`config.mk`:
```
export PLATFORM = sky130hd
export DESIGN_NAME = mof_jobq
export DESIGN_NICKNAME = d
export VERILOG_FILES = /design/src/design/mof_jobq.sv
export SDC_FILE = /design/constraint.sdc
export NUM_CORES = 1
export LEC_CHECK = 0
export ABC_CLOCK_PERIOD_IN_PS = 1160
export BUFFER_PORTS_ARGS = -buffer_cell sky130_fd_sc_hd__buf_2
export CORE_MARGIN = 1
export CORE_UTILIZATION = 44
export CTS_CLUSTER_SIZE = 40
export DETAILED_ROUTE_END_ITERATION = 10
export PLACE_DENSITY = 0.71
export RECOVER_POWER = 50
export SLEW_MARGIN = 15
export SYNTH_ARGS = -nofsm -noshare
export SYNTH_HDL_FRONTEND = slang
export SYNTH_SLANG_ARGS = --single-unit
```
`constraint.sdc`:
```
create_clock -name clk -period 1.16 [get_ports clk]
set_input_delay 0.058 -clock clk [delete_from_list [all_inputs] [get_ports clk]]
set_output_delay 0.058 -clock clk [all_outputs]
set_load 0.005 [all_outputs]
```
`src/design/mof_jobq.sv`:
```
module mof_jobq
#(
    parameter int unsigned Width = 8
)
(
    input  logic             clk,
    input  logic             rst_n,
    input  logic             push,
    input  logic [Width-1:0] push_data,
    input  logic             pop,
    output logic             empty,
    output logic [Width-1:0] pop_data
);

    logic [Width-1:0] slot_reg [2];
    logic             wp_reg;
    logic             rp_reg;
    logic [1:0]       cnt_reg;

    assign empty    = (cnt_reg == 2'd0);
    assign pop_data = slot_reg[rp_reg];

    always_ff @(posedge clk)
    begin
        if (push)
        begin
            slot_reg[wp_reg] <= push_data;
        end
    end

    always_ff @(posedge clk or negedge rst_n)
    begin
        if (!rst_n)
        begin
            wp_reg  <= 1'b0;
            rp_reg  <= 1'b0;
            cnt_reg <= 2'd0;
        end
        else
        begin
            if (push)
            begin
                wp_reg <= ~wp_reg;
            end
            if (pop)
            begin
                rp_reg <= ~rp_reg;
            end
            cnt_reg <= cnt_reg + {1'b0, push} - {1'b0, pop};
        end
    end

endmodule

```
Word-level counts from Yosys, hierarchy flattened. Memory sizes are Yosys's and may differ from the RTL's. Index checks and enable logic that the tools add are counted.

Bits in registers: 4. Bits in writable memories: 16. Output and inout bits: 9. Memories kept: 1.

Memories: slot_reg (words 2, width 8, rd ports 1, clocked after memory_dff 0, write ports 1, RTL line 15) `logic [Width-1:0] slot_reg [2];`.

Add/subtract/negate cells: 2. Mux-type cells: 2. Bitwise logic cells: 2. Reduce and logical (&&, ||, !) cells: 1.

Operator list (number): $add A2 B1 Y2 (1); $logic_not A2 Y1 (1); $mux W1 (2); $not A1 Y1 (2); $sub A2 B1 Y2 (1).

Longest topological paths before layout.
Word-level depth: 2. Gate-level depth with buffers: 5. Mapped depth without buffers: 5.

Worst setup path before layout. OpenSTA, ideal clock, no wires.

Path kind: reg2reg. Start point: register wp_reg. End point: memory slot_reg[0][0], enable pin. Library setup time: 0.373 ns. Data arrival time: 0.789 ns. Setup slack: -0.002 ns. Cell stages (with the launch flop): 2. Buffers on the path: 0. Clock period less this slack: 1.162 ns. Cells stage by stage: dfrtp_1 -> nor2b_1.

RTL lines: from (decl) (RTL line 16) `logic wp_reg;`; from (signal assigned) (RTL line 43) `wp_reg <= ~wp_reg;`; to (decl) (RTL line 15).

Straight into the memory's write port.

Worst setup path after layout.
Start point: register rp_reg. End point: output pop_data[4].

Word-level cells in the longest chain between the ends: 1.

Ends and longest elaborated chain: from (decl) (RTL line 17) `logic rp_reg;`; from (signal assigned) (RTL line 47) `rp_reg <= ~rp_reg;`; $mem_v2 Z2 W8; to (decl) (RTL line 12) `output logic [Width-1:0] pop_data`.

Every way passes these cells.

==> results.tsv <==
stage	metric	value	unit
synth	synth.cell_area	802	µm²
final_layout	insertedDiodeCount	0	
synth	async_reset_ff_frac	0.200	
synth	synth_nets	53	
synth	synth-edff-count	16	
global_route	grt_max_degree	12	
sta	finalWorstSetupSlack	-167	ps
power	total_power	2.22	mW
critical_path	cpPeakStageDelay	410	ps
placement	port_buffers	20	
power	p_leak	0.479	nW
critical_path	arrival	1270	ps
final_layout	largest_register_ffs	16	
sta	max_freq	0.753	GHz
drt	drc	0	
final_layout	final_area	1110	µm²
hold_path	min_path_type	in2async	
clock_tree	cts.sinks	20	
synth	synthCells	39	
global_route	grt_pass1_wl	1920	µm
status	violations	negative setup slack	
synth	avgSynthCellArea	20.6	µm²
sta	drv_slew	0	
clock_tree	clk_path_buf_depth	2	
sta	rsz0062_at_grt	true	
global_route	grt_pass1_vias	488	
critical_path	crit_required	1100	ps
critical_path	crit_path_start_kind	flop	
sta	fin_skew	13.2	ps
status	status	complete, but fails checks	
drt	firstDrtPassIters	2	
sta	holdWs	127	ps
floorplan	initial_core_util	0.470	
sta	setup_tns	-1300	ps
placement	dp_cells	89	
drt	m1WireLength	454	µm
global_route	grtUsageTotal	0.142	
synth	yosysSeqAreaShare	0.724	
placement	place_ws	-11.6	ps
sta	tightest_slew	240	ps
power	ir_drop	1190	µV
final_layout	drive_above_1_share	0.413	
synth	synth_flop_cell	edfxtp_1	
synth	synth_top_cell_area_share	0.599	
placement	place_hpwl	843	µm
final_layout	final_core_util	0.648	
clock_tree	htreeDepth	1	
critical_path	worstPathCellList	buf_4 -> mux2_4 -> buf_2	
placement	dpl-instance-area	970	µm²
critical_path	endpoint_kind	primary output	
synth	synth_warnings	0	
sta	fin_crit_sh	1.14	
drt	top_layer	met4	
clock_tree	cts.clk_slew.worst_paths	110	ps
drt	viasPerCell	4.38	
critical_path	slowest_stage	dfrtp_1	
final_layout	final_net_count	95	
floorplan	rows	15	
drt	drt_iter0_markers	10	
critical_path	path_class	reg2out	
global_route	antenna_found_initial	0	
critical_path	cpLargestDelayFamily	flip-flops	
floorplan	die_area	2000	µm²
synth	yosys-top-cells-area	edfxtp_1 (60%), mux2_4 (15%), dfrtp_1 (12%)	
floorplan	fp.dieH	44.7	µm
job	maxCapViolCount	0	
power	power_density	2000	nW/µm²
sta	slew_headroom	0.840	
floorplan	io-pin-count	21	
synth	netlist_top_cells_count	edfxtp_1 (16), mux2_4 (8), dfrtp_1 (4)	
clock_tree	insertion_delay	290	ps
synth	synth_top_area_cell	edfxtp_1	
sta	hold_viol	0	
clock_tree	clockRootBuffer	clkbuf_4	
placement	place.gp.congestion	0.593	
synth	ys_ff_latch	20	
final_layout	fin_cells	105	
final_layout	areaGrowthSynthToFinish	37.9	%
drt	route.vias.total	460	
floorplan	die_w	44.7	µm
drt	drt-total-wl	1160	µm
synth	synth.most_common_cell	edfxtp_1	
sta	setup_viol	9	
drt	wl_met2	647	µm
clock_tree	cts_tree	done	
floorplan	core_area	1710	µm²
synth	ys_types	11	
drt	ant_nets	0	
global_route	grt-ovfl-total	0	
critical_path	cp_num_buf_inv	2	
drt	routedWlPerCell	11.0	µm
drt	dr_wl_met3	53	µm
sta	fin_crit	1330	ps
clock_tree	cts_made_buffers	3	
critical_path	critPathMaxFanout	4	
==> worst paths after layout <==
check	start	end	slack (ps)	depth (start not counted)
min in group clk	pop	cnt_reg[1]	260	3
min reg2reg	wp_reg	wp_reg	510	1
max	rp_reg	pop_data[4]	-170	3
max reg2reg	cnt_reg[0]	cnt_reg[1]	-20	5
max in group asynchronous	rst_n	rp_reg	820	2
min	rst_n	wp_reg	130	2
==> where the power goes <==
| part | switching [mW] | internal [mW] |
|---|---|---|
| sequential | 0.0784 | 0.976 |
| clock | 0.190 | 0.134 |
| combinational | 0.293 | 0.546 |
==> cell type report <==
class | instances | area, µm²
Fill cell | 131 | 602
Sequential cell | 20 | 581
Timing Repair Buffer | 38 | 255
Multi-Input combinational cell | 16 | 205
Tap cell | 25 | 31.3
Clock buffer | 4 | 26.3
Inverter | 2 | 7.51
==> layout by cell type (no fill, tap or decap), drive strengths merged <==
master and count:
dlygate4sd3 11, buf 21, nor2b 1, and2 1
xor3 1, edfxtp 16, xor2 2, clkbuf 10
nor2 1, mux2 8, inv 2, ha 2
dfrtp 4
==> kinds of logic (layout without fill, tap and decap cells) <==
logic type | after synthesis | count (layout) | synth area share
xor+xnor | 3 | 3 | 0.0515
fa+ha+maj | 2 | 2 | 0.0312
buf+inv | 3 | 44 | 0.0234
flops | 20 | 20 | 0.724
mux | 8 | 8 | 0.150
simple gates | 3 | 3 | 0.0203
==> timing repair <==
| item | in CTS | in global routing |
|---|---|---|
| hold endpoints to repair | 22 | 0 |
| hold buffers | 11 | 0 |
| setup buffers | 0 | 1 |
| gates cloned | 0 | 0 |
| pin swaps | 0 | 0 |
| gates resized for setup | 0 | 0 |
| setup endpoints to repair | 9 | 9 |
==> routing by layer <==
layer	vias to the layer above	global-route usage
li1	228	-
met5	-	0
met1	216	0.161
met2	14	0.250
met4	0	0.0727
met3	2	0.0360
No activity file was read; power rests on OpenSTA's default activity.
