$ cat src/design/mof_pkg.sv
package mof_pkg;

    localparam int unsigned ValueWidth = 32;

    typedef struct packed {
        logic signed [ValueWidth-1:0] element_value;
        logic                         is_last;
    } in_item_t;

    typedef struct packed {
        logic signed [ValueWidth-1:0] result_value;
        logic                         found;
        logic                         last_result;
    } out_item_t;

    typedef struct packed {
        logic                         valid;
        logic signed [ValueWidth-1:0] value;
    } cand_t;

endpackage

$ cat src/design/mof_front.sv
module mof_front
    import mof_pkg::*;
#(
    parameter int unsigned MaxItems   = 1024,
    parameter int unsigned CountWidth = 11,
    parameter int unsigned IdxWidth   = 10
)
(
    input  logic                         clk,
    input  logic                         rst_n,
    input  logic                         push,
    output logic                         full,
    input  in_item_t                     item,
    input  logic                         done,
    output logic                         job_push,
    output cand_t                        job_one,
    output cand_t                        job_two,
    output logic [CountWidth-1:0]        job_count,
    output logic                         job_bank,
    output logic                         wr_en,
    output logic [IdxWidth:0]            wr_addr,
    output logic signed [ValueWidth-1:0] wr_data
);

    localparam logic [1:0] MaxOutstanding = 2'd2;

    cand_t                 one_reg, one_next;
    cand_t                 two_reg, two_next;
    logic [CountWidth-1:0] vote_one_reg, vote_one_next;
    logic [CountWidth-1:0] vote_two_reg, vote_two_next;
    logic [CountWidth-1:0] count_reg, count_next;
    logic                  bank_reg, bank_next;
    logic [1:0]            credit_reg, credit_next;

    logic accept;

    assign full     = (credit_reg == MaxOutstanding);
    assign accept   = push && !full;
    assign wr_en    = accept && (count_reg < CountWidth'(MaxItems));
    assign wr_addr  = {bank_reg, count_reg[IdxWidth-1:0]};
    assign wr_data  = item.element_value;
    assign job_push = accept && item.is_last;
    assign job_bank = bank_reg;

    always_comb
    begin
        cand_t                 v_one;
        cand_t                 v_two;
        logic [CountWidth-1:0] v_vote_one;
        logic [CountWidth-1:0] v_vote_two;
        logic [CountWidth-1:0] v_count;
        logic                  is_one;
        logic                  is_two;

        v_one      = one_reg;
        v_two      = two_reg;
        v_vote_one = vote_one_reg;
        v_vote_two = vote_two_reg;
        v_count    = count_reg;
        is_one     = one_reg.valid && (one_reg.value == item.element_value);
        is_two     = two_reg.valid && (two_reg.value == item.element_value);

        if (wr_en)
        begin
            v_count = count_reg + CountWidth'(1);
            if (vote_one_reg == '0 && !is_two)
            begin
                v_one      = '{valid: 1'b1, value: item.element_value};
                v_vote_one = CountWidth'(1);
            end
            else if (vote_two_reg == '0 && !is_one)
            begin
                v_two      = '{valid: 1'b1, value: item.element_value};
                v_vote_two = CountWidth'(1);
            end
            else if (is_one)
            begin
                v_vote_one = vote_one_reg + CountWidth'(1);
            end
            else if (is_two)
            begin
                v_vote_two = vote_two_reg + CountWidth'(1);
            end
            else
            begin
                if (vote_one_reg != '0)
                begin
                    v_vote_one = vote_one_reg - CountWidth'(1);
                end
                if (vote_two_reg != '0)
                begin
                    v_vote_two = vote_two_reg - CountWidth'(1);
                end
            end
        end

        job_one   = v_one;
        job_two   = v_two;
        job_count = v_count;

        if (job_push)
        begin
            one_next      = '0;
            two_next      = '0;
            vote_one_next = '0;
            vote_two_next = '0;
            count_next    = '0;
            bank_next     = ~bank_reg;
        end
        else
        begin
            one_next      = v_one;
            two_next      = v_two;
            vote_one_next = v_vote_one;
            vote_two_next = v_vote_two;
            count_next    = v_count;
            bank_next     = bank_reg;
        end

        credit_next = credit_reg + {1'b0, job_push} - {1'b0, done};
    end

    always_ff @(posedge clk or negedge rst_n)
    begin
        if (!rst_n)
        begin
            one_reg      <= '0;
            two_reg      <= '0;
            vote_one_reg <= '0;
            vote_two_reg <= '0;
            count_reg    <= '0;
            bank_reg     <= 1'b0;
            credit_reg   <= 2'd0;
        end
        else
        begin
            one_reg      <= one_next;
            two_reg      <= two_next;
            vote_one_reg <= vote_one_next;
            vote_two_reg <= vote_two_next;
            count_reg    <= count_next;
            bank_reg     <= bank_next;
            credit_reg   <= credit_next;
        end
    end

endmodule

$ cat config.mk
export PLATFORM = sky130hd
export DESIGN_NAME = mof_front
export DESIGN_NICKNAME = d
export VERILOG_FILES = /design/src/design/mof_pkg.sv /design/src/design/mof_front.sv
export SDC_FILE = /design/constraint.sdc
export NUM_CORES = 1
export LEC_CHECK = 0
export BUFFER_PORTS_ARGS = -buffer_cell sky130_fd_sc_hd__buf_2
export CAP_MARGIN = 20
export CORE_ASPECT_RATIO = 1.2
export CORE_MARGIN = 1.5
export CORE_UTILIZATION = 39
export DETAILED_ROUTE_END_ITERATION = 12
export SLEW_MARGIN = 5
export SYNTH_ARGS = -nofsm -noshare
export SYNTH_HDL_FRONTEND = slang
export SYNTH_SLANG_ARGS = --single-unit
$ cat constraint.sdc
create_clock -name clk -period 8 [get_ports clk]
set_clock_uncertainty 0.05 [all_clocks]
set_input_delay 1.2 -clock clk [delete_from_list [all_inputs] [get_ports clk]]
set_output_delay 1.2 -clock clk [all_outputs]
set_load 0.01 [all_outputs]
### Word-level counts from Yosys, hierarchy flattened

Cells that the tools add are included.

* add/subtract/negate cells: 7
* $mul: 0
* div/mod/pow operators: 0
* magnitude comparators: 1
* equality and inequality tests: 7
* shift-type cells: 0
* muxes and demuxes: 23
* bitwise operators: 1
* reduce and logical (&&, ||, !) cells: 19

Operator list (number)
* 33-bit 2-to-1 mux: 7
* 11-bit 2-to-1 mux: 16
* 32-bit == test: 2
* 11-bit by 1-bit adder with 11-bit output, second input constant: 3
* 11-bit zero test: 2
* 11-bit nonzero test: 2
* 11-bit by 1-bit subtractor with 11-bit output, second input constant: 2
* 11-bit less-than comparator, second input constant: 1
* 4-bit AND reduction: 2
* 4-bit nonzero test: 2
* 1-bit logical AND: 7
* 4-bit by 3-bit inequality test with 1-bit output, second input constant: 1
* 1-bit zero test: 3
* 3-bit by 2-bit inequality test with 1-bit output, second input constant: 1
* 3-bit inequality test, second input constant: 1
* 2-bit by 1-bit adder with 2-bit output: 1
* 2-bit == test, second input constant: 1
* 2-bit inequality test, second input constant: 1
* 2-bit nonzero test: 1
* 2-bit by 1-bit subtractor with 2-bit output: 1
* 1-bit NOT: 1

* register bits: 102
* bits in latches: 0
* RAM bits: 0
* bits in read-only memories: 0
* input port bits: 37
* output and inout bits: 124
* memories: 0

### Depth between registers and ports, before layout

* depth in word-level cells: 8
* gate-level depth with buffers: 13

### Least setup slack after synthesis

Ideal clock, no wire load.

* kind: input -> output
* start point: input port item[17] (netlist bit)
* end point: output port job_two[3] (netlist bit)
* arrival time: 3271 ps
* data required time: 6750 ps
* setup slack: 3479 ps
* cell stages on the path: 9
* path buffers: 3
* path through: xor2_1 > nor4_1 > nand4_1 > or3_1 > buf_6 > a2111o_1 > buf_6 > buf_12 > mux2_4

RTL lines
* from (decl): RTL line mof_front.sv:13 `input in_item_t item,`
* to (decl): RTL line mof_front.sv:17 `output cand_t job_two,`

==> results.py <==
metrics = {
    "route": {
        "viasPerCell": 5.10,
        "routed_wl_um": 15400,
        "drc_errors": 0,
        "routed-via-count": 4634,
        "drtPass1Iterations": 4,
        "postRouteAntennaNets": 0,
        "first_iter_violations": 155,
        "wl_per_cell_um": 16.9,
    },
    "synth": {
        "synthesis.nets": 644,
        "ys.flop_type": "dfrtp_1",
        "ys_ff_latch": 102,
        "yosysTopAreaCell": "dfrtp_1",
        "synth_top_area_frac": 0.397,
        "yosys_warnings": 0,
        "syn-instance-count": 582,
        "yosys-top-cells-area": "dfrtp_1, xor2_1, and2_1",
        "synth_edf_count": 0,
        "synthesis.area_um2": 6430,
        "yosys.cell_types.count": 46,
        "synthArstFlopShare": 1.00,
        "ys_seq_area_frac": 0.397,
        "syn_area_per_cell_um2": 11.0,
    },
    "worst_setup_path": {
        "cp_max_fo": 33,
        "crit_chain": "buf_2, xor2_1, nor4_1, nand4_1, or3_1, a2111o_2, mux2_4, buf_2",
        "worstSetupStartpointType": "primary input",
        "crit_top_cell": "buf_2",
        "worstPathRequired_ns": 6.75,
        "regToRegSetupSlack_ns": 3.45,
        "critical_path_class": "primary input to output pin",
        "end_kind": "output pin",
        "r2r_cells": 13,
        "crit_path_max_incr_delay_ns": 1.01,
        "r2r-end": "vote_one_reg[10]",
        "crit_path_top_delay_cell": "a2111o_2",
        "cp_data_arrival_time_ns": 4.63,
        "r2r_start": "one_reg[1]",
    },
    "layout": {
        "drive_gt1_frac": 0.359,
        "syn_to_final_growth_pct": 14.7,
        "n_antenna_cell": 0,
        "nets": 754,
    },
    "sta": {
        "hold_violations": 0,
        "relSlewSlack": 0.266,
        "holdWs_ns": 0.431,
        "worstMarginPinSlew_ns": 1.10,
        "fin_crit_ns": 5.88,
        "slew_violations": 0,
        "fin_ws_ns": 2.12,
        "clock.fmax_mhz": 170,
        "setup_viol": 0,
        "rsz0062_at_grt": "no",
        "setup_tns_ns": 0,
        "fin_crit_sh": 0.735,
    },
    "global_routing": {
        "grt_max_degree": 83,
        "grt_pass1_wl_um": 24500,
        "first_global_vias": 4692,
        "overflow": 0,
        "antenna_found_initial": 0,
        "grt_usage": 0.183,
    },
    "worst_hold_path": {
        "hold_class": "flip-flop to flip-flop",
        "min-delay-start": "credit_reg[1]",
        "holdPathStages": 1,
        "whs_endpoint": "credit_reg[1]",
    },
    "cts": {
        "ctsHoldBuffers": 0,
        "post_cts_buffers": 0,
        "clk-insertion-delay-late_ns": 0.36,
        "htreeDepth": 3,
        "cts.clk_slew.worst_paths_ns": 0.07,
        "clockBufferDepth": 2,
        "cts_repair_resize_count": 0,
        "cts_buffers": 9,
        "root_buffer": "clkbuf_16",
        "cts_tree": "done",
        "clock_sinks": 102,
    },
    "pwr": {
        "vdd_drop_max_v": 0.000129,
        "powerDensity_nw_per_um2": 319,
        "power.total_mw": 2.35,
        "power.leakage_nw": 4.04,
    },
    "die": {
        "rows": 51,
        "die-area_um2": 17300,
        "fp.dieW_um": 120,
        "coreArea_um2": 16200,
        "die_h_um": 144,
        "initial_core_util": 0.397,
        "io_pins": 161,
    },
    "run_status": {
        "status": "complete, no violations",
    },
    "job": {
        "cap_violations": 0,
    },
    "place": {
        "place_hpwl_um": 11100,
        "dp_slack_ns": 2.11,
        "port_buffers": 160,
        "place.gp.congestion": 0.810,
    },
}
worst max path at each step:
stage | from | to | slack, ns
floorplan | item[17] | job_two[3] | 3.48
global placement | item[17] | job_two[12] | 2.19
detailed placement | item[6] | job_two[12] | 2.11
CTS | item[6] | job_two[6] | 2.12
global route | item[6] | job_two[17] | 2.00
finish | item[6] | job_two[22] | 2.12
through the flow:
stage               instance area (um^2)  cells   util
floorplan                           6430    582      -
global placement                    7060    893  0.436
detailed placement                  7060    893  0.436
CTS                                 7380    909  0.455
global route                        7380    909  0.455
finish                              7380    909  0.455
critical path, delay by kind of cell:
| kind | cells | cell delay [ns] |
|---|---|---|
| XOR/XNOR | 1 | 0.15 |
| multiplexers | 1 | 0.46 |
| AO/OA/AOI/OAI | 1 | 1.01 |
| buffers and inverters | 2 | 0.27 |
| AND/OR/NAND/NOR | 3 | 1.51 |
report_power, final:
group | internal [mW] | leakage, nW | switching, mW | total, mW
sequential | 0.660 | 1.38 | 0.118 | 0.778
combinational | 0.542 | 2.50 | 0.564 | 1.11
clock | 0.251 | 0.151 | 0.220 | 0.470
layout make-up:
cell class                      count  area [um^2]
Tap cell                          212          265
Fill cell                        1604         8830
Timing Repair Buffer              162          818
Clock buffer                        9          225
Clock inverter                      7         91.3
Sequential cell                   102         2550
Multi-Input combinational cell    404         3370
Inverter                           13         48.8
cells by family after synthesis:
logic type / after synthesis / synth area share
AOI/OAI and AO/OA: 63 / 0.0732
xor gates and xnor gates: 94 / 0.128
adders and majority gates: 25 / 0.0510
buffers and inverters: 76 / 0.0794
DFF: 102 / 0.397
muxes: 64 / 0.129
and+or+nand+nor: 158 / 0.142
layout by cell type (no fill, tap or decap), types with 14 or more instances in the layout:
master / synthesis / final
dfrtp_1: 102 / 102
nand2_1: 14 / 14
buf_2: 0 / 159
mux2_2: 35 / 35
and2_1: 79 / 79
a22o_1: 18 / 18
xnor2_1: 22 / 22
nor4_1: 20 / 20
mux2_4: 29 / 29
xor2_1: 72 / 72
ha_1: 23 / 23
synthesized netlist by cell type (2+ instances only):
cell	number
buf_6	2
nor3_1	5
nand4_1	7
nor4_1	20
a21o_1	9
a21oi_1	12
mux2_2	35
mux2_4	29
a2111o_1	2
o21ai_0	6
nand3_1	9
dfrtp_1	102
o22ai_1	2
nand2b_1	2
buf_4	43
and3_1	5
nand2_1	14
nand3b_1	2
ha_1	23
inv_1	12
xnor2_1	22
and2_1	79
a31o_2	2
xor2_1	72
nor2_1	11
a22o_1	18
buf_12	3
clkbuf_1	15
fa_1	2
per-layer routing:
metal,up-vias,wire [um],track usage,share of wire
met2,137,7670,0.312,0.50
met3,22,884,0.0456,0.057
met5,-,0,0,0
met4,0,323,0.0656,0.021
li1,2190,-,-,-
met1,2285,6510,0.225,0.42
(Power assumes the default switching activity.)
