### config.mk
export PLATFORM = sky130hd
export DESIGN_NAME = mof_back
export DESIGN_NICKNAME = d
export VERILOG_FILES = /design/src/design/mof_pkg.sv /design/src/design/mof_back.sv
export SDC_FILE = /design/constraint.sdc
export NUM_CORES = 1
export LEC_CHECK = 0
export BUFFER_PORTS_ARGS = -buffer_cell sky130_fd_sc_hd__buf_2
export CORE_MARGIN = 3
export CORE_UTILIZATION = 40
export DETAILED_ROUTE_END_ITERATION = 8
export GPL_ROUTABILITY_DRIVEN = 0
export MAX_ROUTING_LAYER = met4
export PLACE_DENSITY_LB_ADDON = 0.3
export SKIP_CTS_REPAIR_TIMING = 1
export SLEW_MARGIN = 10
export SYNTH_ARGS = -nofsm -noshare
export SYNTH_HDL_FRONTEND = slang
export SYNTH_SLANG_ARGS = --single-unit
export TNS_END_PERCENT = 50
### constraint.sdc
create_clock -name clk -period 6.8 [get_ports clk]
set_input_delay 1.36 -clock clk [delete_from_list [all_inputs] [get_ports clk]]
set_output_delay 1.36 -clock clk [all_outputs]
set_load 0.005 [all_outputs]
### src/design/mof_pkg.sv
package mof_pkg;

    localparam int unsigned ValueWidth = 32;

    typedef struct packed {
        logic signed [ValueWidth-1:0] element_value;
        logic                         is_last;
    } in_item_t;

    typedef struct packed {
        logic signed [ValueWidth-1:0] result_value;
        logic                         found;
        logic                         last_result;
    } out_item_t;

    typedef struct packed {
        logic                         valid;
        logic signed [ValueWidth-1:0] value;
    } cand_t;

endpackage

### src/design/mof_back.sv
module mof_back
    import mof_pkg::*;
#(
    parameter int unsigned CountWidth = 11,
    parameter int unsigned IdxWidth   = 10
)
(
    input  logic                         clk,
    input  logic                         rst_n,
    input  logic                         job_empty,
    output logic                         job_pop,
    input  cand_t                        job_one,
    input  cand_t                        job_two,
    input  logic [CountWidth-1:0]        job_count,
    input  logic                         job_bank,
    output logic                         rd_en,
    output logic [IdxWidth:0]            rd_addr,
    input  logic signed [ValueWidth-1:0] rd_data,
    output logic                         done,
    input  logic                         pop,
    output logic                         empty,
    output out_item_t                    result
);

    typedef enum logic [2:0] {
        ST_IDLE,
        ST_WALK,
        ST_TALLY,
        ST_EMIT_ONE,
        ST_EMIT_TWO
    } state_t;

    localparam logic [1:0] OutDepth = 2'd2;

    state_t                state_reg;
    cand_t                 one_reg;
    cand_t                 two_reg;
    logic [CountWidth-1:0] n_reg;
    logic                  bank_reg;
    logic [CountWidth-1:0] idx_reg;
    logic                  pend_reg;
    logic [CountWidth-1:0] hits_one_reg;
    logic [CountWidth-1:0] hits_two_reg;

    out_item_t             ofifo_reg [2];
    logic                  owp_reg;
    logic                  orp_reg;
    logic [1:0]            ocnt_reg;

    logic [CountWidth+1:0] triple_one;
    logic [CountWidth+1:0] triple_two;
    logic [CountWidth+1:0] n_wide;
    logic                  qual_one;
    logic                  qual_two;
    logic                  ofree;
    logic                  opush;
    logic                  opop;
    logic                  emit_go;
    out_item_t             oitem;

    assign job_pop = (state_reg == ST_IDLE) && !job_empty;
    assign rd_en   = (state_reg == ST_WALK);
    assign rd_addr = {bank_reg, idx_reg[IdxWidth-1:0]};

    assign triple_one = {1'b0, hits_one_reg, 1'b0} + {2'b00, hits_one_reg};
    assign triple_two = {1'b0, hits_two_reg, 1'b0} + {2'b00, hits_two_reg};
    assign n_wide     = {2'b00, n_reg};
    assign qual_one   = one_reg.valid && (triple_one > n_wide);
    assign qual_two   = two_reg.valid && (triple_two > n_wide);

    assign ofree  = (ocnt_reg != OutDepth);
    assign empty  = (ocnt_reg == 2'd0);
    assign result = ofifo_reg[orp_reg];
    assign opop   = pop && !empty;

    always_comb
    begin
        opush   = 1'b0;
        emit_go = 1'b0;
        oitem   = '0;
        case (state_reg)
            ST_EMIT_ONE:
            begin
                oitem = '{result_value: one_reg.value, found: 1'b1,
                          last_result: !qual_two};
                opush   = qual_one && ofree;
                emit_go = !qual_one || ofree;
            end
            ST_EMIT_TWO:
            begin
                if (qual_two)
                begin
                    oitem = '{result_value: two_reg.value, found: 1'b1,
                              last_result: 1'b1};
                end
                else
                begin
                    oitem = '{result_value: '0, found: 1'b0, last_result: 1'b1};
                end
                opush   = (qual_two || !qual_one) && ofree;
                emit_go = (!qual_two && qual_one) || ofree;
            end
            default:
            begin
                opush   = 1'b0;
                emit_go = 1'b0;
            end
        endcase
    end

    assign done = (state_reg == ST_EMIT_TWO) && emit_go;

    always_ff @(posedge clk)
    begin
        if (job_pop)
        begin
            one_reg  <= job_one;
            two_reg  <= job_two;
            n_reg    <= job_count;
            bank_reg <= job_bank;
        end
        if (opush)
        begin
            ofifo_reg[owp_reg] <= oitem;
        end
    end

    always_ff @(posedge clk or negedge rst_n)
    begin
        if (!rst_n)
        begin
            state_reg    <= ST_IDLE;
            idx_reg      <= '0;
            pend_reg     <= 1'b0;
            hits_one_reg <= '0;
            hits_two_reg <= '0;
            owp_reg      <= 1'b0;
            orp_reg      <= 1'b0;
            ocnt_reg     <= 2'd0;
        end
        else
        begin
            pend_reg <= rd_en;
            if (pend_reg)
            begin
                if (one_reg.valid && rd_data == one_reg.value)
                begin
                    hits_one_reg <= hits_one_reg + CountWidth'(1);
                end
                if (two_reg.valid && rd_data == two_reg.value)
                begin
                    hits_two_reg <= hits_two_reg + CountWidth'(1);
                end
            end

            case (state_reg)
                ST_IDLE:
                begin
                    if (job_pop)
                    begin
                        hits_one_reg <= '0;
                        hits_two_reg <= '0;
                        idx_reg      <= '0;
                        state_reg    <= (job_count == '0) ? ST_TALLY : ST_WALK;
                    end
                end
                ST_WALK:
                begin
                    idx_reg <= idx_reg + CountWidth'(1);
                    if (idx_reg == n_reg - CountWidth'(1))
                    begin
                        state_reg <= ST_TALLY;
                    end
                end
                ST_TALLY:
                begin
                    state_reg <= ST_EMIT_ONE;
                end
                ST_EMIT_ONE:
                begin
                    if (emit_go)
                    begin
                        state_reg <= ST_EMIT_TWO;
                    end
                end
                ST_EMIT_TWO:
                begin
                    if (emit_go)
                    begin
                        state_reg <= ST_IDLE;
                    end
                end
                default:
                begin
                    state_reg <= ST_IDLE;
                end
            endcase

            if (opush)
            begin
                owp_reg <= ~owp_reg;
            end
            if (opop)
            begin
                orp_reg <= ~orp_reg;
            end
            ocnt_reg <= ocnt_reg + {1'b0, opush} - {1'b0, opop};
        end
    end

endmodule

* Yosys cells after proc, flatten, opt, wreduce, memory -nomap -nowiden *
Memories as Yosys holds them, arrays and structs flattened.
Cells that the tools add are included.

word-level totals
  output and inout port bits = 49
  register bits = 119
  bits of input ports = 114
  memories = 1
  memory bits (writable) = 68
  word-level logic and storage cells = 84

memories
  memory     depth  bits a word  rd ports  clocked after memory_dff  write ports  RTL line        RTL
  ofifo_reg  2      34           1         0                         1            mof_back.sv:45  out_item_t ofifo_reg [2];

cells by class
  add/sub/neg operators = 8
  reductions and logical operators = 23
  bitwise operators = 2
  muxes and demuxes = 22
  equality and inequality tests = 12
  order comparisons = 2

operators with widths
  operator                                                               count
  11-bit two-way mux                                                     9
  34-bit one-hot mux with 2 select lines                                 1
  32-bit equality test                                                   2
  34-bit two-way mux                                                     1
  11-bit by 1-bit adder with 11-bit output, second input constant        3
  12-bit by 11-bit adder with 13-bit output                              2
  13-bit by 11-bit > comparator with 1-bit output                        2
  11-bit one-hot mux with 2 select lines                                 1
  3-bit one-hot mux with 5 select lines                                  1
  3-bit two-way mux                                                      4
  11-bit equality test                                                   1
  11-bit zero test                                                       1
  11-bit by 1-bit subtractor with 11-bit output, second input constant   1
  1-bit logical AND                                                      10
  2-bit != test, second input constant                                   4
  3-bit by 2-bit equality test with 1-bit output, second input constant  2
  1-bit zero test                                                        4
  1-bit one-hot mux with 2 select lines                                  2
  4-bit AND reduction                                                    1
  3-bit by 1-bit equality test with 1-bit output, second input constant  1
  3-bit equality test, second input constant                             1
  3-bit zero test                                                        1
  1-bit logical OR                                                       3
  2-bit by 1-bit adder with 2-bit output                                 1
  other kinds (8)                                                        10

* Longest topological paths before layout *
Gate-level depths: netlist of the first run.

  depth in word-level cells = 9
  mapped depth = 21

* Least setup slack after synthesis of the first run *
Ideal clock, no wire load.

  path kind = input-to-output
  from = input job_empty
  to = output job_pop
  buffers on the path = 1
  stages = 4
  arrival time = 4070 ps
  data required time = 5440 ps
  setup slack = 1370 ps
  path through = nor2_1 -> nand2_1 -> inv_1 -> buf_1

between the ends
  word-level cells in the longest chain between the ends = 2

RTL lines
  item                RTL line        RTL
  start: declaration  mof_back.sv:10  input logic job_empty,
  1-bit zero test     mof_back.sv:61  assign job_pop = (state_reg == ST_IDLE) && !job_empty;
  1-bit logical AND   mof_back.sv:61
  end: declaration    mof_back.sv:11  output logic job_pop,

Every way passes these cells.

* Worst setup path after layout of the first run *
  from = register hits_two_reg[1]
  to = output done

between the ends
  word-level cells in the longest chain between the ends = 8

RTL lines
  item                                             RTL line         RTL
  start: declaration                               mof_back.sv:43   logic [CountWidth-1:0] hits_two_reg;
  start signal: assignment                         mof_back.sv:152  hits_two_reg <= hits_two_reg + CountWidth'(1);
  12-bit by 11-bit adder with 13-bit output        mof_back.sv:66   assign triple_two = {1'b0, hits_two_reg, 1'b0} + {2'b00, hits_two_reg};
  13-bit by 11-bit > comparator with 1-bit output  mof_back.sv:69   assign qual_two = two_reg.valid && (triple_two > n_wide);
  1-bit logical AND                                mof_back.sv:69
  1-bit zero test                                  mof_back.sv:101  emit_go = (!qual_two && qual_one) || ofree;
  1-bit logical AND                                mof_back.sv:101
  1-bit logical OR                                 mof_back.sv:101
  1-bit one-hot mux with 2 select lines            mof_back.sv:81   case (state_reg)
  1-bit logical AND                                mof_back.sv:111  assign done = (state_reg == ST_EMIT_TWO) && emit_go;
  end: declaration                                 mof_back.sv:19   output logic done,

Every way passes these cells.

==> results.sh, run 1 <==
export IMPL_clkPwrFrac=0.352
export IMPL_placed_area_mm2=0.0107
export IMPL_clkTransAtPathRegs_ps=90
export IMPL_htree_levels=4
export IMPL_arrival_ps=4460
export IMPL_numCtsBuffers=17
export IMPL_cp_buffers_inverters=1
export IMPL_fin_ws_ps=977
export IMPL_synthCells=761
export IMPL_wl_met2_um=10700
export IMPL_port_buffers=162
export IMPL_synth_edf_count=146
export IMPL_critPathKind="register to output pin"
export IMPL_fin_crit_ps=5820
export IMPL_hold_worst_slack_ps=517
export IMPL_seq_area_frac_synth=0.563
export IMPL_ff_latch_area_mm2=0.00541
export IMPL_synth_main_ff_cell="edfxtp_1"
export IMPL_utilization=0.484
export IMPL_routed_wl_um=23300
export IMPL_slew_headroom=0.278
export IMPL_cp_end_kind="output pin"
export IMPL_area_growth_pct=18.4
export IMPL_drive_gt1_frac=0.262
export IMPL_final_common_cell="buf_2"
export IMPL_antenna_left=0
export IMPL_nFillCells=2141
export IMPL_io_pin_count=163
export IMPL_grt_overflow_total=0
export IMPL_synth_top_area_cell="edfxtp_1"
export IMPL_wl_per_cell_um=18.6
export IMPL_netlist_area_mm2=0.00962
export IMPL_clock_sinks=187
export IMPL_cts_root_buf="clkbuf_16"
export IMPL_clk_path_buf_depth=2
export IMPL_cap_violations=0
export IMPL_start_kind="register"
export IMPL_fin_skew_ps=15.1
export IMPL_antenna_found_initial=1
export IMPL_pwr_share_seq=0.469
export IMPL_outcome="finished, final reports clean"
export IMPL_worst_slew_pin_slew_ps=1080
export IMPL_fin_nets=1082
export IMPL_start_util=0.409
export IMPL_yosys_warnings=0
export IMPL_timing_fmax_mhz=172
export IMPL_cpMaxStageDelayCell="o41ai_2"
export IMPL_rows=56
export IMPL_mostFrequentLayoutCells="buf_2 (162), edfxtp_1 (146), xor2_1 (84)"
export IMPL_cts_tree="yes"
export IMPL_synth_seq_cells=187
export IMPL_grt_pass1_wl_um=35800
export IMPL_wl_met1_um=11100
export IMPL_hp_class="register to register"
export IMPL_core_area_mm2=0.0235
export IMPL_dieArea_mm2=0.0259
export IMPL_finalHoldViolCount=0
export IMPL_pre_cts_slack_ps=1470
export IMPL_grt_total_usage=0.184
export IMPL_die_w_um=161
export IMPL_highest_layer="met4"
export IMPL_power_switching_w=0.000957
export IMPL_slew_viol_final=0
export IMPL_crit_chain="ha_1 -> fa_1 -> a21oi_1 -> o211ai_1 -> o21ai_0 -> nand2_1 -> a21oi_1 -> xnor2_1 -> ha_1 -> a2111oi_0 -> nand2_1 -> o21a_1 -> o41ai_2 -> a31oi_1 -> nor2_1 -> buf_2"
export IMPL_leakage_nw=4.56
export IMPL_largest_reg_flops=68
export IMPL_synth_top_area_frac=0.456
export IMPL_swShare=0.312
export IMPL_yosysUniqueCellTypes=60
export IMPL_place_hpwl_um=17200
export IMPL_cellPowerDensity_mw_per_mm2=269
export IMPL_crit_fanout=4
export IMPL_grt_start_max_net_pins=60
export IMPL_synth_nets=925
export IMPL_cp_top_family="compound AO/OA/AOI/OAI gates"
export IMPL_vias=6486
export IMPL_period_share=0.856
export IMPL_route_met3_wl_um=1010
export IMPL_vias_per_cell=5.18
export IMPL_setup_viol=0
export IMPL_slowest_delay_ps=630
export IMPL_grt_pass1_vias=6311
export IMPL_crit_required_ps=5440
export IMPL_synthTopCellsByArea="edfxtp_1 (46%), dfrtp_1 (11%), xor2_1 (7.6%)"
export IMPL_multi_input_area_mm2=0.00396
export IMPL_setup_tns_ps=0
export IMPL_p_comb_frac=0.179
export IMPL_ys_async_sr_fraction=0.219
export IMPL_syn_avg_cell_area_um2=12.6
export IMPL_rsz0062_at_grt="false"
export IMPL_clk_latency_ps=440
export IMPL_irDropWorstVdd_uv=172
export IMPL_fin_area_mm2=0.0114
export IMPL_die_y_um=161
export IMPL_drc_errors=0
export IMPL_drt_pass1_iter_count=5
export IMPL_p_int_w=0.00211
export IMPL_drt_initial_drc_count=573
## through the flow
stage	std cells	power (W)
global route	1251	0.00320
CTS	1250	0.00309
finish	1251	0.00307
detailed placement	1218	0.00201
global placement	1218	0.00201
floorplan	761	0.00180
## synth_stat cells (3+ instances only)
cell type and number:
xnor2_1 31, mux2_2 34, a21o_1 8, o21ai_0 25, and3_1 8, inv_1 33
dfrtp_1 41, ha_1 48, a31oi_1 8, a21oi_1 22, o21a_1 4, a22o_1 33
nand4_1 15, edfxtp_1 146, nor2b_1 5, nor4_1 18, nor3_1 15, o21bai_1 5
o211ai_1 3, nor2_1 50, buf_4 11, a211oi_1 3, nand2_1 29, xor2_1 84
nand3_1 19, mux2i_1 4, clkbuf_1 13
## area by class of cell
class	count	share of cell area
flip-flops and latches	187	0.475
well taps	319	0.0351
multi-input cells	514	0.348
diodes	1	0.000220
repair buffers	164	0.0725
clock inverters	15	0.0203
inverters	34	0.0114
clock buffers	17	0.0374
## cells by family after synthesis
| family | after synthesis | synth area share |
|---|---|---|
| multiplexers | 38 | 0.0440 |
| AND/OR/NAND/NOR | 174 | 0.0916 |
| XOR/XNOR | 115 | 0.105 |
| buffers and inverters | 60 | 0.0277 |
| flip-flops | 187 | 0.563 |
| AO/OA/AOI/OAI | 137 | 0.103 |
| adder cells (fa/ha/maj) | 50 | 0.0666 |
## power by group through the flow
stage,Combinational (W),Clock [W],Sequential [W]
floorplan,0.000382,0,0.00142
global placement,0.000546,0,0.00146
detailed placement,0.000551,0,0.00146
CTS,0.000554,0.00110,0.00144
global route,0.000605,0.00114,0.00145
finish,0.000548,0.00108,0.00144
## routing by layer
| layer | global-route usage | up-vias |
|---|---|---|
| met4 | 0.0532 | 0 |
| met3 | 0.0321 | 29 |
| met2 | 0.276 | 163 |
| met5 | - | - |
| li1 | - | 3144 |
| met1 | 0.259 | 3150 |
## worst paths after layout
check / end / slack [ps] / cells past startpoint / startpoint
min: ocnt_reg[1]$_DFF_PN0_ / 520 / 1 / ocnt_reg[1]$_DFF_PN0_
min in group asynchronous: idx_reg[1]$_DFFE_PN0P_ / 1070 / 1 / rst_n
max in group asynchronous: ocnt_reg[0]$_DFF_PN0_ / 5090 / 1 / rst_n
max: done / 980 / 16 / hits_two_reg[1]$_DFF_PN0_
max reg2reg: ocnt_reg[1]$_DFF_PN0_ / 1590 / 20 / hits_two_reg[1]$_DFF_PN0_
min reg2reg: ocnt_reg[1]$_DFF_PN0_ / 520 / 1 / ocnt_reg[1]$_DFF_PN0_
(Power assumes the default switching activity.)
==> run 2: changes to the inputs <==
- PLACE_DENSITY: default -> 0.64
- PLACE_DENSITY_LB_ADDON: 0.3 -> default
- SETUP_SLACK_MARGIN: default -> 0.5
==> run 2 against run 1 <==
First-iteration DRC count down 22%; routed wire length shrank 1.4%; utilization about the same; global-route usage down 0.34 points; hold slack better by 9.8 ps; count of clock-buffer cells in the layout stayed put; clock skew is 2.0 ps higher; die area stayed put; setup slack got worse by 19 ps.
==> results.sh, run 2 (same netlist as run 1, synthesis figures left out) <==
export IMPL_r2r_slack_ps=1620
export IMPL_hold_path_depth=1
export IMPL_setup_tns_ps=0
export IMPL_fin_skew_ps=17.1
export IMPL_irDropWorstVdd_uv=181
export IMPL_fin_crit_ps=5840
export IMPL_routed_wl_um=23000
export IMPL_htree_levels=4
export IMPL_min_to="ocnt_reg[1]$_DFF_PN0_"
export IMPL_port_buffers=162
export IMPL_area_growth_pct=18.3
export IMPL_crit_chain="ha_1 -> fa_1 -> a21oi_1 -> o211ai_1 -> o21ai_0 -> nand2_1 -> a21oi_1 -> xnor2_1 -> ha_1 -> a2111oi_0 -> nand2_1 -> o21a_1 -> o41ai_2 -> a31oi_1 -> nor2_1 -> buf_2"
export IMPL_outcome="finished, final reports clean"
export IMPL_drt_initial_drc_count=447
export IMPL_cp_end_kind="output pin"
export IMPL_grt_total_usage=0.181
export IMPL_clkTransAtPathRegs_ps=80
export IMPL_critPathKind="register to output pin"
export IMPL_cellPowerDensity_mw_per_mm2=267
export IMPL_grt_overflow_total=0
export IMPL_die_y_um=161
export IMPL_clk_path_buf_depth=2
export IMPL_arrival_ps=4480
export IMPL_crit_required_ps=5440
export IMPL_mostFrequentLayoutCells="buf_2 (162), edfxtp_1 (146), xor2_1 (84)"
export IMPL_drive_gt1_frac=0.262
export IMPL_reg2reg_to="ofifo_reg[0][24]$_DFFE_PP_"
export IMPL_cap_violations=0
export IMPL_period_share=0.859
export IMPL_grt_pass1_vias=6217
export IMPL_antenna_found_initial=4
export IMPL_reg2reg_from="hits_two_reg[1]$_DFF_PN0_"
export IMPL_drc_errors=0
export IMPL_placed_area_mm2=0.0107
export IMPL_numCtsBuffers=17
export IMPL_vias=6477
export IMPL_final_common_cell="buf_2"
export IMPL_largest_reg_flops=68
export IMPL_antenna_left=0
export IMPL_setup_viol=0
export IMPL_slew_viol_final=0
export IMPL_finalHoldViolCount=0
export IMPL_core_area_mm2=0.0235
export IMPL_worst_slew_pin_slew_ps=1070
export IMPL_rows=56
export IMPL_cts_tree="yes"
export IMPL_slowest_delay_ps=600
export IMPL_io_pin_count=163
export IMPL_die_w_um=161
export IMPL_wl_per_cell_um=18.3
export IMPL_clock_sinks=187
export IMPL_crit_fanout=4
export IMPL_timing_fmax_mhz=171
export IMPL_slew_headroom=0.286
export IMPL_start_util=0.409
export IMPL_fin_ws_ps=957
export IMPL_hold_start="ocnt_reg[1]$_DFF_PN0_"
export IMPL_grt_start_max_net_pins=70
export IMPL_place_hpwl_um=17100
export IMPL_leakage_nw=4.56
export IMPL_dieArea_mm2=0.0259
export IMPL_nFillCells=2168
export IMPL_ff2ff_path_depth=17
export IMPL_cts_root_buf="clkbuf_16"
export IMPL_pre_cts_slack_ps=1490
export IMPL_drt_pass1_iter_count=5
export IMPL_rsz0062_at_grt="false"
export IMPL_vias_per_cell=5.17
export IMPL_fin_nets=1082
export IMPL_clk_latency_ps=440
export IMPL_start_kind="register"
export IMPL_fin_area_mm2=0.0114
export IMPL_hp_class="register to register"
export IMPL_grt_pass1_wl_um=35100
export IMPL_cpMaxStageDelayCell="o41ai_2"
==> run 2: changes by cell type in the layout (fill, tap and decap cells not counted), sizes merged <==
cell    delta
diode      +3
clkinv     +1
inv        -1
==> run 2: stage by stage <==
| stage | std cells | power [W] | util | hold slack (ps) |
|---|---|---|---|---|
| global route | 1254 | 0.00318 | 0.483 | 574 |
| global placement | 1218 | 0.00200 | 0.456 | 489 |
| CTS | 1250 | 0.00307 | 0.483 | 521 |
| detailed placement | 1218 | 0.00201 | 0.456 | 510 |
| finish | 1254 | 0.00304 | 0.483 | 527 |
| floorplan | 761 | 0.00180 | - | 468 |
==> run 2: critical path: cells and delay by family (launching register included) <==
family	cells	cell delay (ps)
DFF	1	430
AOI/OAI and AO/OA	8	2140
adders and majority gates	3	880
buffers and inverters	1	150
xor gates and xnor gates	1	100
and+or+nand+nor	3	360
==> run 2: per-layer routing <==
metal / up-vias / share of wire / track usage / wire length (um)
met3: 18 / 0.041 / 0.0259 / 950
li1: 3145 / - / - / -
met4: 0 / 0.016 / 0.0559 / 366
met1: 3154 / 0.47 / 0.255 / 10800
met5: - / 0 / - / 0
met2: 160 / 0.47 / 0.272 / 10800
==> run 2: layout make-up <==
class | instances | area [um^2] | share of cell area
Antenna cell | 4 | 10.0 | 0.000880
Clock buffer | 17 | 425 | 0.0374
Clock inverter | 15 | 219 | 0.0192
Inverter | 34 | 130 | 0.0114
Multi-Input combinational cell | 514 | 3960 | 0.348
Sequential cell | 187 | 5410 | 0.475
Tap cell | 319 | 399 | 0.0351
Timing Repair Buffer | 164 | 826 | 0.0726
==> run 2: report_power, final <==
part / switching [W] / internal, W / total, W
registers: 0.0000964 / 0.00134 / 0.00144
clock network: 0.000533 / 0.000518 / 0.00105
logic: 0.000307 / 0.000242 / 0.000549
total: 0.000936 / 0.00210 / 0.00304
==> run 2: worst max path at each step <==
stage	from	end	cells past startpoint
finish	hits_two_reg[1]$_DFF_PN0_	done	16
CTS	hits_two_reg[1]$_DFF_PN0_	done	16
detailed placement	hits_two_reg[1]$_DFF_PN0_	done	16
floorplan	job_empty	job_pop	4
global placement	hits_two_reg[1]$_DFF_PN0_	done	16
global route	hits_two_reg[1]$_DFF_PN0_	done	16
